## config.mk

```make
export PLATFORM = sky130hd
export DESIGN_NAME = nand_address_cycle_generator_unit_flat
export DESIGN_NICKNAME = d
export VERILOG_FILES = /design/src/hdl/nacg_pkg.sv /design/src/hdl/nacg_req_if.sv /design/src/hdl/nacg_res_if.sv /design/src/hdl/nand_address_cycle_generator_unit.sv /design/src/hdl/nacg_check.sv /design/src/hdl/nacg_serializer.sv /design/src/flat_wrapper.sv
export VERILOG_INCLUDE_DIRS = /design/src /design/src/hdl
export SDC_FILE = /design/constraint.sdc
export NUM_CORES = 1
export LEC_CHECK = 0
export BUFFER_PORTS_ARGS = -buffer_cell sky130_fd_sc_hd__buf_4
export CAP_MARGIN = 30
export CORE_ASPECT_RATIO = 0.9
export CORE_MARGIN = 10
export CORE_UTILIZATION = 50
export CTS_CLUSTER_DIAMETER = 30
export DETAILED_ROUTE_END_ITERATION = 10
export GPL_TIMING_DRIVEN = 0
export PLACE_DENSITY = 0.66
export SLEW_MARGIN = 25
export SYNTH_ARGS = -nofsm -noshare
export SYNTH_HDL_FRONTEND = slang
export SYNTH_SLANG_ARGS = --single-unit
```

## constraint.sdc

```tcl
create_clock -name clk -period 11.9 [get_ports clk]
set_input_delay 0.595 -clock clk [delete_from_list [all_inputs] [get_ports clk]]
set_output_delay 0.595 -clock clk [all_outputs]
set_load 0.03 [all_outputs]
```

## src/hdl/nand_address_cycle_generator_unit_macros.svh

```systemverilog
// Assertion macros used by the address cycle generator serialiser.
`ifndef NAND_ADDRESS_CYCLE_GENERATOR_UNIT_MACROS_SVH
`define NAND_ADDRESS_CYCLE_GENERATOR_UNIT_MACROS_SVH

`ifndef SYNTH
// Condition must hold in the same cycle as the trigger.
`define NACG_ASSERT_IMP(label, clock, reset, pre, post) \
  label: assert property (@(posedge clock) disable iff (reset) (pre) |-> (post)) \
    else $error("address cycle generator check failed");
// Condition must hold in the cycle after the trigger.
`define NACG_ASSERT_NXT(label, clock, reset, pre, post) \
  label: assert property (@(posedge clock) disable iff (reset) (pre) |=> (post)) \
    else $error("address cycle generator check failed");
`else
`define NACG_ASSERT_IMP(label, clock, reset, pre, post)
`define NACG_ASSERT_NXT(label, clock, reset, pre, post)
`endif

`endif

```

## src/hdl/nacg_pkg.sv

```systemverilog
package nacg_pkg;

  // Field widths of one request.
  localparam int UnitW   = 3;
  localparam int PlaneW  = 3;
  localparam int BlockW  = 16;
  localparam int PageW   = 10;
  localparam int OffsetW = 16;

  // Register widths.
  localparam int CycW      = 3;
  localparam int PpbW      = 11;
  localparam int CountW    = 17;
  localparam int SizeW     = 17;
  localparam int PlaneCntW = 4;
  localparam int UnitCntW  = 4;
  localparam int CfgDataW  = 17;
  localparam int CfgIndexW = 3;

  // Row value is block * block_pages + page, which fits in 27 bits.
  localparam int RowW   = BlockW + PpbW;
  // Wide enough for the sum of column and row cycle counts.
  localparam int TotalW = 4;
  localparam int ByteW  = 8;

  localparam int MaxAddressCycles = 8;
  localparam logic [CycW-1:0] CycleLimit = 3'd4;

  // Register indexes on the write port.
  typedef enum logic [CfgIndexW-1:0] {
    CfgColumnCycles    = 3'd0,
    CfgRowCycles       = 3'd1,
    CfgBlockPages      = 3'd2,
    CfgBlockCount      = 3'd3,
    CfgPageTotalSize   = 3'd4,
    CfgPlaneCount      = 3'd5,
    CfgLogicalUnitCnt  = 3'd6
  } cfg_index_t;

  typedef struct packed {
    logic [CycW-1:0]      column_cycles;
    logic [CycW-1:0]      row_cycles;
    logic [PpbW-1:0]      block_pages;
    logic [CountW-1:0]    block_count;
    logic [SizeW-1:0]     page_total_size;
    logic [PlaneCntW-1:0] plane_count;
    logic [UnitCntW-1:0]  logical_unit_count;
  } cfg_t;

  typedef struct packed {
    logic               mode;
    logic [UnitW-1:0]   logical_unit;
    logic [PlaneW-1:0]  plane_index;
    logic [BlockW-1:0]  block_index;
    logic [PageW-1:0]   page_index;
    logic [OffsetW-1:0] column_offset;
  } req_t;

  // One checked request, ready to be sent out byte by byte.
  typedef struct packed {
    logic               err;
    logic [CycW-1:0]    ncol;
    logic [TotalW-1:0]  total;
    logic [OffsetW-1:0] col;
    logic [RowW-1:0]    row;
  } job_t;

endpackage

```

## src/hdl/nacg_req_if.sv

```systemverilog
interface nacg_req_if;
  logic                          valid;
  logic                          ready;
  logic                          mode;
  logic [nacg_pkg::UnitW-1:0]    logical_unit;
  logic [nacg_pkg::PlaneW-1:0]   plane_index;
  logic [nacg_pkg::BlockW-1:0]   block_index;
  logic [nacg_pkg::PageW-1:0]    page_index;
  logic [nacg_pkg::OffsetW-1:0]  column_offset;

  modport source (
    output valid, mode, logical_unit, plane_index, block_index, page_index, column_offset,
    input  ready
  );
  modport sink (
    input  valid, mode, logical_unit, plane_index, block_index, page_index, column_offset,
    output ready
  );
endinterface

```

## src/hdl/nacg_res_if.sv

```systemverilog
interface nacg_res_if;
  logic                        valid;
  logic                        ready;
  logic [nacg_pkg::ByteW-1:0]  address_byte;
  logic                        last_cycle;
  logic                        range_error;

  modport source (
    output valid, address_byte, last_cycle, range_error,
    input  ready
  );
  modport sink (
    input  valid, address_byte, last_cycle, range_error,
    output ready
  );
endinterface

```

## src/hdl/nand_address_cycle_generator_unit.sv

```systemverilog
// Channel   Dir  Transfer
// req       in   one access request: mode, unit, plane, block, page, column offset
// res       out  one address byte with last_cycle and range_error flags
// wr_*      in   register write: wr_en, wr_index, wr_data
//
// A request passes an input register, a check and row multiply into the job
// register, and then one address byte per cycle, while res is not stalled, into the output register.
// A page request sends column_cycles + row_cycles address bytes, an erase
// row_cycles alone and an error one; the next request is taken while one is
// serialised.
// With the serialiser idle, a request passes the input register and the job
// register before its first byte is registered onto res.
// Reset is synchronous and clears all valid flags and sets register defaults.
// A stall on res holds the output byte and backs up into req.ready.
module nand_address_cycle_generator_unit #(
  parameter int MAX_ADDRESS_CYCLES = nacg_pkg::MaxAddressCycles
) (
  input  logic                             clk,
  input  logic                             rst,
  input  logic                             wr_en,
  input  logic [nacg_pkg::CfgIndexW-1:0]   wr_index,
  input  logic [nacg_pkg::CfgDataW-1:0]    wr_data,
  nacg_req_if.sink                         req,
  nacg_res_if.source                       res
);

  nacg_pkg::cfg_t  cfg;
  nacg_pkg::req_t  req_q;
  nacg_pkg::job_t  job_in;
  logic            req_valid;
  logic            job_ready;
  logic            job_load;

  // Configuration registers.
  always_ff @(posedge clk) begin
    if (rst) begin
      cfg.column_cycles      <= 3'd2;
      cfg.row_cycles         <= 3'd3;
      cfg.block_pages        <= 11'd64;
      cfg.block_count        <= 17'd1024;
      cfg.page_total_size    <= 17'd2112;
      cfg.plane_count        <= 4'd1;
      cfg.logical_unit_count <= 4'd1;
    end else if (wr_en) begin
      case (nacg_pkg::cfg_index_t'(wr_index))
        nacg_pkg::CfgColumnCycles:   cfg.column_cycles      <= wr_data[2:0];
        nacg_pkg::CfgRowCycles:      cfg.row_cycles         <= wr_data[2:0];
        nacg_pkg::CfgBlockPages:     cfg.block_pages        <= wr_data[10:0];
        nacg_pkg::CfgBlockCount:     cfg.block_count        <= wr_data[16:0];
        nacg_pkg::CfgPageTotalSize:  cfg.page_total_size    <= wr_data[16:0];
        nacg_pkg::CfgPlaneCount:     cfg.plane_count        <= wr_data[3:0];
        nacg_pkg::CfgLogicalUnitCnt: cfg.logical_unit_count <= wr_data[3:0];
        default: ;
      endcase
    end
  end

  // Input register; it frees whenever the serialiser takes its request.
  assign job_load  = req_valid && job_ready;
  assign req.ready = !req_valid || job_ready;

  always_ff @(posedge clk) begin
    if (rst) begin
      req_valid <= 1'b0;
    end else if (req.valid && req.ready) begin
      req_valid <= 1'b1;
    end else if (job_load) begin
      req_valid <= 1'b0;
    end
  end

  always_ff @(posedge clk) begin
    if (req.valid && req.ready) begin
      req_q.mode          <= req.mode;
      req_q.logical_unit  <= req.logical_unit;
      req_q.plane_index   <= req.plane_index;
      req_q.block_index   <= req.block_index;
      req_q.page_index    <= req.page_index;
      req_q.column_offset <= req.column_offset;
    end
  end

  // Limit check and row address.
  nacg_check #(
    .MAX_ADDRESS_CYCLES(MAX_ADDRESS_CYCLES)
  ) u_check (
    .req (req_q),
    .cfg (cfg),
    .job (job_in)
  );

  // Byte serialiser with output register.
  nacg_serializer #(
    .MAX_ADDRESS_CYCLES(MAX_ADDRESS_CYCLES)
  ) u_serializer (
    .clk       (clk),
    .rst       (rst),
    .job_load  (job_load),
    .job_in    (job_in),
    .job_ready (job_ready),
    .res       (res)
  );

endmodule

```

## src/hdl/nacg_check.sv

```systemverilog
module nacg_check #(
  parameter int MAX_ADDRESS_CYCLES = nacg_pkg::MaxAddressCycles
) (
  input  nacg_pkg::req_t req,
  input  nacg_pkg::cfg_t cfg,
  output nacg_pkg::job_t job
);

  localparam logic [nacg_pkg::TotalW:0] MaxCyc = (nacg_pkg::TotalW + 1)'(MAX_ADDRESS_CYCLES);

  logic                          erase;
  logic [nacg_pkg::CycW-1:0]     ncol;
  logic [nacg_pkg::TotalW-1:0]   total;
  logic                          ok;
  logic [nacg_pkg::RowW-1:0]     prod;
  logic [nacg_pkg::RowW-1:0]     row;

  // Cycle counts for this request; erase sends no column bytes.
  assign erase = req.mode;
  assign ncol  = erase ? '0 : cfg.column_cycles;
  assign total = nacg_pkg::TotalW'(ncol) + nacg_pkg::TotalW'(cfg.row_cycles);

  // Limit checks on the indices and on the cycle counts.
  always_comb begin
    ok = 1'b1;
    if ({1'b0, req.block_index} >= cfg.block_count ||
        {1'b0, req.plane_index} >= cfg.plane_count ||
        {1'b0, req.logical_unit} >= cfg.logical_unit_count) begin
      ok = 1'b0;
    end
    if (!erase && ({1'b0, req.page_index} >= cfg.block_pages ||
                   {1'b0, req.column_offset} >= cfg.page_total_size)) begin
      ok = 1'b0;
    end
    if (ncol > nacg_pkg::CycleLimit || cfg.row_cycles == '0 ||
        cfg.row_cycles > nacg_pkg::CycleLimit) begin
      ok = 1'b0;
    end
    if ({1'b0, total} > MaxCyc) begin
      ok = 1'b0;
    end
  end

  // Row address: block times pages per block, plus the page in page mode.
  assign prod = nacg_pkg::RowW'(req.block_index) * nacg_pkg::RowW'(cfg.block_pages);
  assign row  = prod + (erase ? '0 : nacg_pkg::RowW'(req.page_index));

  // An error sends one result and nothing else.
  always_comb begin
    job.err   = !ok;
    job.ncol  = ncol;
    job.total = ok ? total : nacg_pkg::TotalW'(1);
    job.col   = req.column_offset;
    job.row   = row;
  end

endmodule

```

## src/hdl/nacg_serializer.sv

```systemverilog
`include "nand_address_cycle_generator_unit_macros.svh"

module nacg_serializer #(
  parameter int MAX_ADDRESS_CYCLES = nacg_pkg::MaxAddressCycles
) (
  input  logic             clk,
  input  logic             rst,
  input  logic             job_load,
  input  nacg_pkg::job_t   job_in,
  output logic             job_ready,
  nacg_res_if.source       res
);

  localparam int CntW = $clog2(MAX_ADDRESS_CYCLES + 1);

  nacg_pkg::job_t                job;
  logic                          job_valid;
  logic [CntW-1:0]               idx;
  logic                          out_valid;

  logic                          issue;
  logic                          issue_last;
  logic [nacg_pkg::TotalW-1:0]   idx_w;
  logic [nacg_pkg::TotalW-1:0]   rel;
  logic                          in_col;
  logic [31:0]                   col_word;
  logic [31:0]                   row_word;
  logic [nacg_pkg::ByteW-1:0]    byte_next;
  logic                          last_next;

  // A byte leaves the job register whenever the output register is free.
  assign issue      = job_valid && (!out_valid || res.ready);
  assign idx_w      = nacg_pkg::TotalW'(idx);
  assign last_next  = job.err || (idx_w + nacg_pkg::TotalW'(1) == job.total);
  assign issue_last = issue && last_next;
  assign job_ready  = !job_valid || issue_last;

  // Pick the current byte: column bytes first, then row bytes, low byte first.
  assign in_col   = idx_w < nacg_pkg::TotalW'(job.ncol);
  assign rel      = idx_w - nacg_pkg::TotalW'(job.ncol);
  assign col_word = 32'(job.col);
  assign row_word = 32'(job.row);

  always_comb begin
    if (job.err) begin
      byte_next = '0;
    end else if (in_col) begin
      byte_next = col_word[8*idx[1:0] +: 8];
    end else begin
      byte_next = row_word[8*rel[1:0] +: 8];
    end
  end

  // Job register and byte counter.
  always_ff @(posedge clk) begin
    if (rst) begin
      job_valid <= 1'b0;
      idx       <= '0;
      out_valid <= 1'b0;
    end else begin
      if (job_load) begin
        job_valid <= 1'b1;
        idx       <= '0;
      end else if (issue_last) begin
        job_valid <= 1'b0;
      end else if (issue) begin
        idx <= idx + CntW'(1);
      end
      if (issue) begin
        out_valid <= 1'b1;
      end else if (res.ready) begin
        out_valid <= 1'b0;
      end
    end
  end

  // Payload registers need no reset.
  always_ff @(posedge clk) begin
    if (job_load) begin
      job <= job_in;
    end
    if (issue) begin
      res.address_byte <= byte_next;
      res.last_cycle   <= last_next;
      res.range_error  <= job.err;
    end
  end

  assign res.valid = out_valid;

  `NACG_ASSERT_IMP(a_load_free, clk, rst, job_load, !job_valid || issue_last)
  `NACG_ASSERT_IMP(a_err_single, clk, rst, issue && job.err, issue_last)
  `NACG_ASSERT_IMP(a_idx_bound, clk, rst, job_valid, idx_w < job.total)
  `NACG_ASSERT_NXT(a_job_done, clk, rst, issue_last && !job_load, !job_valid)

endmodule
```

## src/flat_wrapper.sv

```systemverilog
// flat-port wrapper written by rule: the top's interface ports become plain ports
module nand_address_cycle_generator_unit_flat 
#(
  parameter int MAX_ADDRESS_CYCLES = nacg_pkg::MaxAddressCycles
)
  (clk, rst, wr_en, wr_index, wr_data, req_valid, req_mode, req_logical_unit, req_plane_index, req_block_index, req_page_index, req_column_offset, req_ready, res_valid, res_address_byte, res_last_cycle, res_range_error, res_ready);
  nacg_req_if req_i ();
  nacg_res_if res_i ();
  input  logic clk;
  input  logic rst;
  input  logic wr_en;
  input  logic [nacg_pkg::CfgIndexW-1:0] wr_index;
  input  logic [nacg_pkg::CfgDataW-1:0] wr_data;
  input wire logic [$bits(req_i.valid)-1:0] req_valid;
  input wire logic [$bits(req_i.mode)-1:0] req_mode;
  input wire logic [$bits(req_i.logical_unit)-1:0] req_logical_unit;
  input wire logic [$bits(req_i.plane_index)-1:0] req_plane_index;
  input wire logic [$bits(req_i.block_index)-1:0] req_block_index;
  input wire logic [$bits(req_i.page_index)-1:0] req_page_index;
  input wire logic [$bits(req_i.column_offset)-1:0] req_column_offset;
  output wire logic [$bits(req_i.ready)-1:0] req_ready;
  output wire logic [$bits(res_i.valid)-1:0] res_valid;
  output wire logic [$bits(res_i.address_byte)-1:0] res_address_byte;
  output wire logic [$bits(res_i.last_cycle)-1:0] res_last_cycle;
  output wire logic [$bits(res_i.range_error)-1:0] res_range_error;
  input wire logic [$bits(res_i.ready)-1:0] res_ready;
  assign req_i.valid = req_valid;
  assign req_i.mode = req_mode;
  assign req_i.logical_unit = req_logical_unit;
  assign req_i.plane_index = req_plane_index;
  assign req_i.block_index = req_block_index;
  assign req_i.page_index = req_page_index;
  assign req_i.column_offset = req_column_offset;
  assign req_ready = req_i.ready;
  assign res_valid = res_i.valid;
  assign res_address_byte = res_i.address_byte;
  assign res_last_cycle = res_i.last_cycle;
  assign res_range_error = res_i.range_error;
  assign res_i.ready = res_ready;
  nand_address_cycle_generator_unit #(.MAX_ADDRESS_CYCLES(MAX_ADDRESS_CYCLES)) u_core (.clk(clk), .rst(rst), .wr_en(wr_en), .wr_index(wr_index), .wr_data(wr_data), .req(req_i), .res(res_i));
endmodule
```

==> results.md <==
- Status: complete, no violations
- TritonCTS Buffers: 17
- Root Buffer: clkbuf_16
- Final Max Tran Viols: 0
- Clock latency on the worst-skew pair: 0.44 ns
- Die X: roughly 190 um
- Slew headroom: 0.369
- Number of synthesized flops with an enable pin: 110
- Cell with the most instances after synthesis: inv_1
- Design Area, Final: between 0.015 and 0.02 mm2
- Area of placed instances: about 0.015 mm2
- Hold Slack: between 0.3 and 0.4 ns
- Core Footprint: 0.0269 mm2
- ANT cells: 0
- Syn Inst Count: approximately 1400
- Top_reg_cell synth: edfxtp_1
- Req. time, crit path: between 10 and 15 ns
- Max_cap viols: 0
- Crit. End Element: register
- Post-Synthesis Mean Instance Area: 9.95 um2
- PD cells: 101 mW/mm2
- DRT iter0 DRCs: 694
- Combinational share of power: 0.194
- Post-DR wirelength/cell: 18.0 um
- Post-CTS setup repair buffer count: 0
- Routed Antenna Nets: 0
- Placed Cells: 1809
- Crit path kind: reg2reg
- Cell leakage power: ~6.7 nW
- Die height: 177 um
- Total power: approximately 1.5 mW
- Net count after synthesis: 1705
- Num rows: 57
- Largest net degree at the start of global routing: 53
- CTS resizes: 0
- Final setup TNS: 0 ns
- Sequential area share after synthesis: 0.340
- #FFs+latches synth: 176
- Pre-antenna DRT Iters: 5
- Hold Path Class: in2reg
- Total track usage: 0.195
- # setup viols final: 0
- Full die area: between 0.03 and 0.04 mm2
- Leading area contributor after synthesis: edfxtp_1
- Layout Cells excl Fill: roughly 1800
- Routed via count: around 9600
- Via/cell ratio: 5.20
- Clock skew: 0.0177 ns
- GP Congestion: 0.891
- Setup slack after layout: about 5.7 ns
- Clock buffer depth: 2
- Synth unique cells: 63
- GR Overflow Total: 0
- Net Sw Frac: 0.288
- Ys async rst share: 0
- RSZ-0062 raised after global routing: no
- Top cells by count, synth: inv_1, nand2_1, fa_1
- Worst-path clk slew: approximately 0.070 ns
- Nets: about 1800
- Cts hold-fix bufs: 0
- Area share of the largest cell type after synthesis: 0.243
- Synthesized area: around 0.014 mm2
- Residual DRC: 0
- Peak supply drop: slightly above 100 uV
- Maximum clock rate: about 160 MHz
- Final core utilization: 0.570
- Yosys warnings: 0
- # port buffers: 84
- Vias in the first global route: approximately 10000
- CTS Sinks: about 180
- Share of layout cells above drive strength 1: 0.0968
- DRT Wirelength: 33.1 mm
- I/O Pins: between 80 and 90
- Tightest Pin Transition: 0.944 ns
- Clock share of power: 0.353
- H-tree Lvls: 4
- Initial antenna violation count: 0
- Int Power: 1.10 mW
- Sequential share of power: 0.453
- Detailed placement HPWL: around 27 mm
- Final hold vios: 0
- Placement Setup Slack: 5.79 ns
- Startpoint Class: register
- Initial Util: 0.506
- First-pass GRT wire length: roughly 53 mm
- P&R area growth vs syn: 12.5%
- CP Data Arrival Time: 6.36 ns
- CTS tree: done
- Area contributors post-synth: edfxtp_1, fa_1, ha_1
- Final Cycle Share: 0.519
- CP Max Fanout: 10
- Psw: 0.445 mW
- Min Tclk post-route: 6.18 ns
worst max-delay path, cell delays in order, from the launching register on:
cell,delay [ns]
dfxtp_1,0.30
clkbuf_1,0.38
clkbuf_1,0.49
nand2_1,0.13
fa_1,0.51
inv_1,0.06
fa_1,0.52
inv_1,0.05
fa_1,0.47
inv_1,0.05
fa_1,0.52
inv_1,0.05
fa_1,0.52
inv_1,0.04
ha_1,0.37
a41oi_1,0.15
o221ai_1,0.26
a21oi_2,0.10
or3_1,0.38
a21oi_1,0.23
a41oi_1,0.17
xnor2_1,0.16
logic make-up (layout without fill, tap and decap cells):
kind of cell	after synthesis	in the layout	share of synthesized area
multiplexers	27	27	0.0235
AND/OR/NAND/NOR	424	424	0.144
XOR/XNOR	35	35	0.0225
adder cells (fa/ha/maj)	262	262	0.316
buffers and inverters	287	405	0.0795
AO/OA/AOI/OAI	158	158	0.0749
flip-flops	176	176	0.340
area by class of cell:
class / instances / area [um2]
Fill cell: 2357 / 11600
Multi-Input combinational cell: 906 / 7920
Sequential cell: 176 / 4620
Inverter: 231 / 867
Timing Repair Buffer: 86 / 686
Tap cell: 354 / 443
Clock buffer: 18 / 439
Buffer: 56 / 215
Clock inverter: 14 / 128
layout by cell type, fill, tap and decap left out, types with 15 or more instances in the layout:
cell | Yosys | layout
ha_1 | 125 | 125
edfxtp_1 | 110 | 110
a21oi_1 | 73 | 73
fa_1 | 137 | 137
nand3_1 | 15 | 15
a21o_1 | 16 | 16
and2_1 | 64 | 63
inv_1 | 231 | 231
dfxtp_1 | 66 | 66
nand2_1 | 216 | 216
clkbuf_16 | 0 | 17
nor2_1 | 66 | 66
clkbuf_1 | 50 | 50
buf_4 | 1 | 85
xnor2_1 | 23 | 23
worst paths after layout:
check                               from                               endpoint  slack [ns]  cells after the start
max          u_core.cfg[44]$_SDFFE_PP0P_  u_core.u_serializer.job[24]$_DFFE_PP_        5.72                     21
min                  req_block_index[14]             u_core.req_q[40]$_DFFE_PP_        0.32                      1
max reg2reg  u_core.cfg[44]$_SDFFE_PP0P_  u_core.u_serializer.job[24]$_DFFE_PP_        5.72                     21
min reg2reg  u_core.cfg[21]$_SDFFE_PP0P_            u_core.cfg[21]$_SDFFE_PP0P_        0.46                      2
registers in the layout, summed over array words and instances (netlist names):
signal                                flops
u_core.cfg                               59
u_core.req_q                             49
u_core.u_serializer.job                  35
u_core.u_serializer.col_word             16
u_core.u_serializer.res.address_byte      8
u_core.u_serializer.idx                   4
u_core.req_valid                          1
u_core.u_serializer.job_valid             1
u_core.u_serializer.res.last_cycle        1
u_core.u_serializer.res.range_error       1
u_core.u_serializer.res.valid             1
routing by layer:
metal	global-route usage	wire length, um
met1	0.284	16000
met2	0.292	14400
met3	0.0411	2250
met4	0.0420	391
met5	0	0
power groups by stage:
stage / clock (mW) / sequential (mW) / combinational (mW)
finish: 0.547 / 0.701 / 0.301
global route: 0.575 / 0.703 / 0.345
CTS: 0.552 / 0.701 / 0.303
detailed placement: 0 / 0.714 / 0.301
global placement: 0 / 0.715 / 0.293
floorplan: 0 / 0.707 / 0.208
Note: power is estimated with default switching activity, not from simulation.
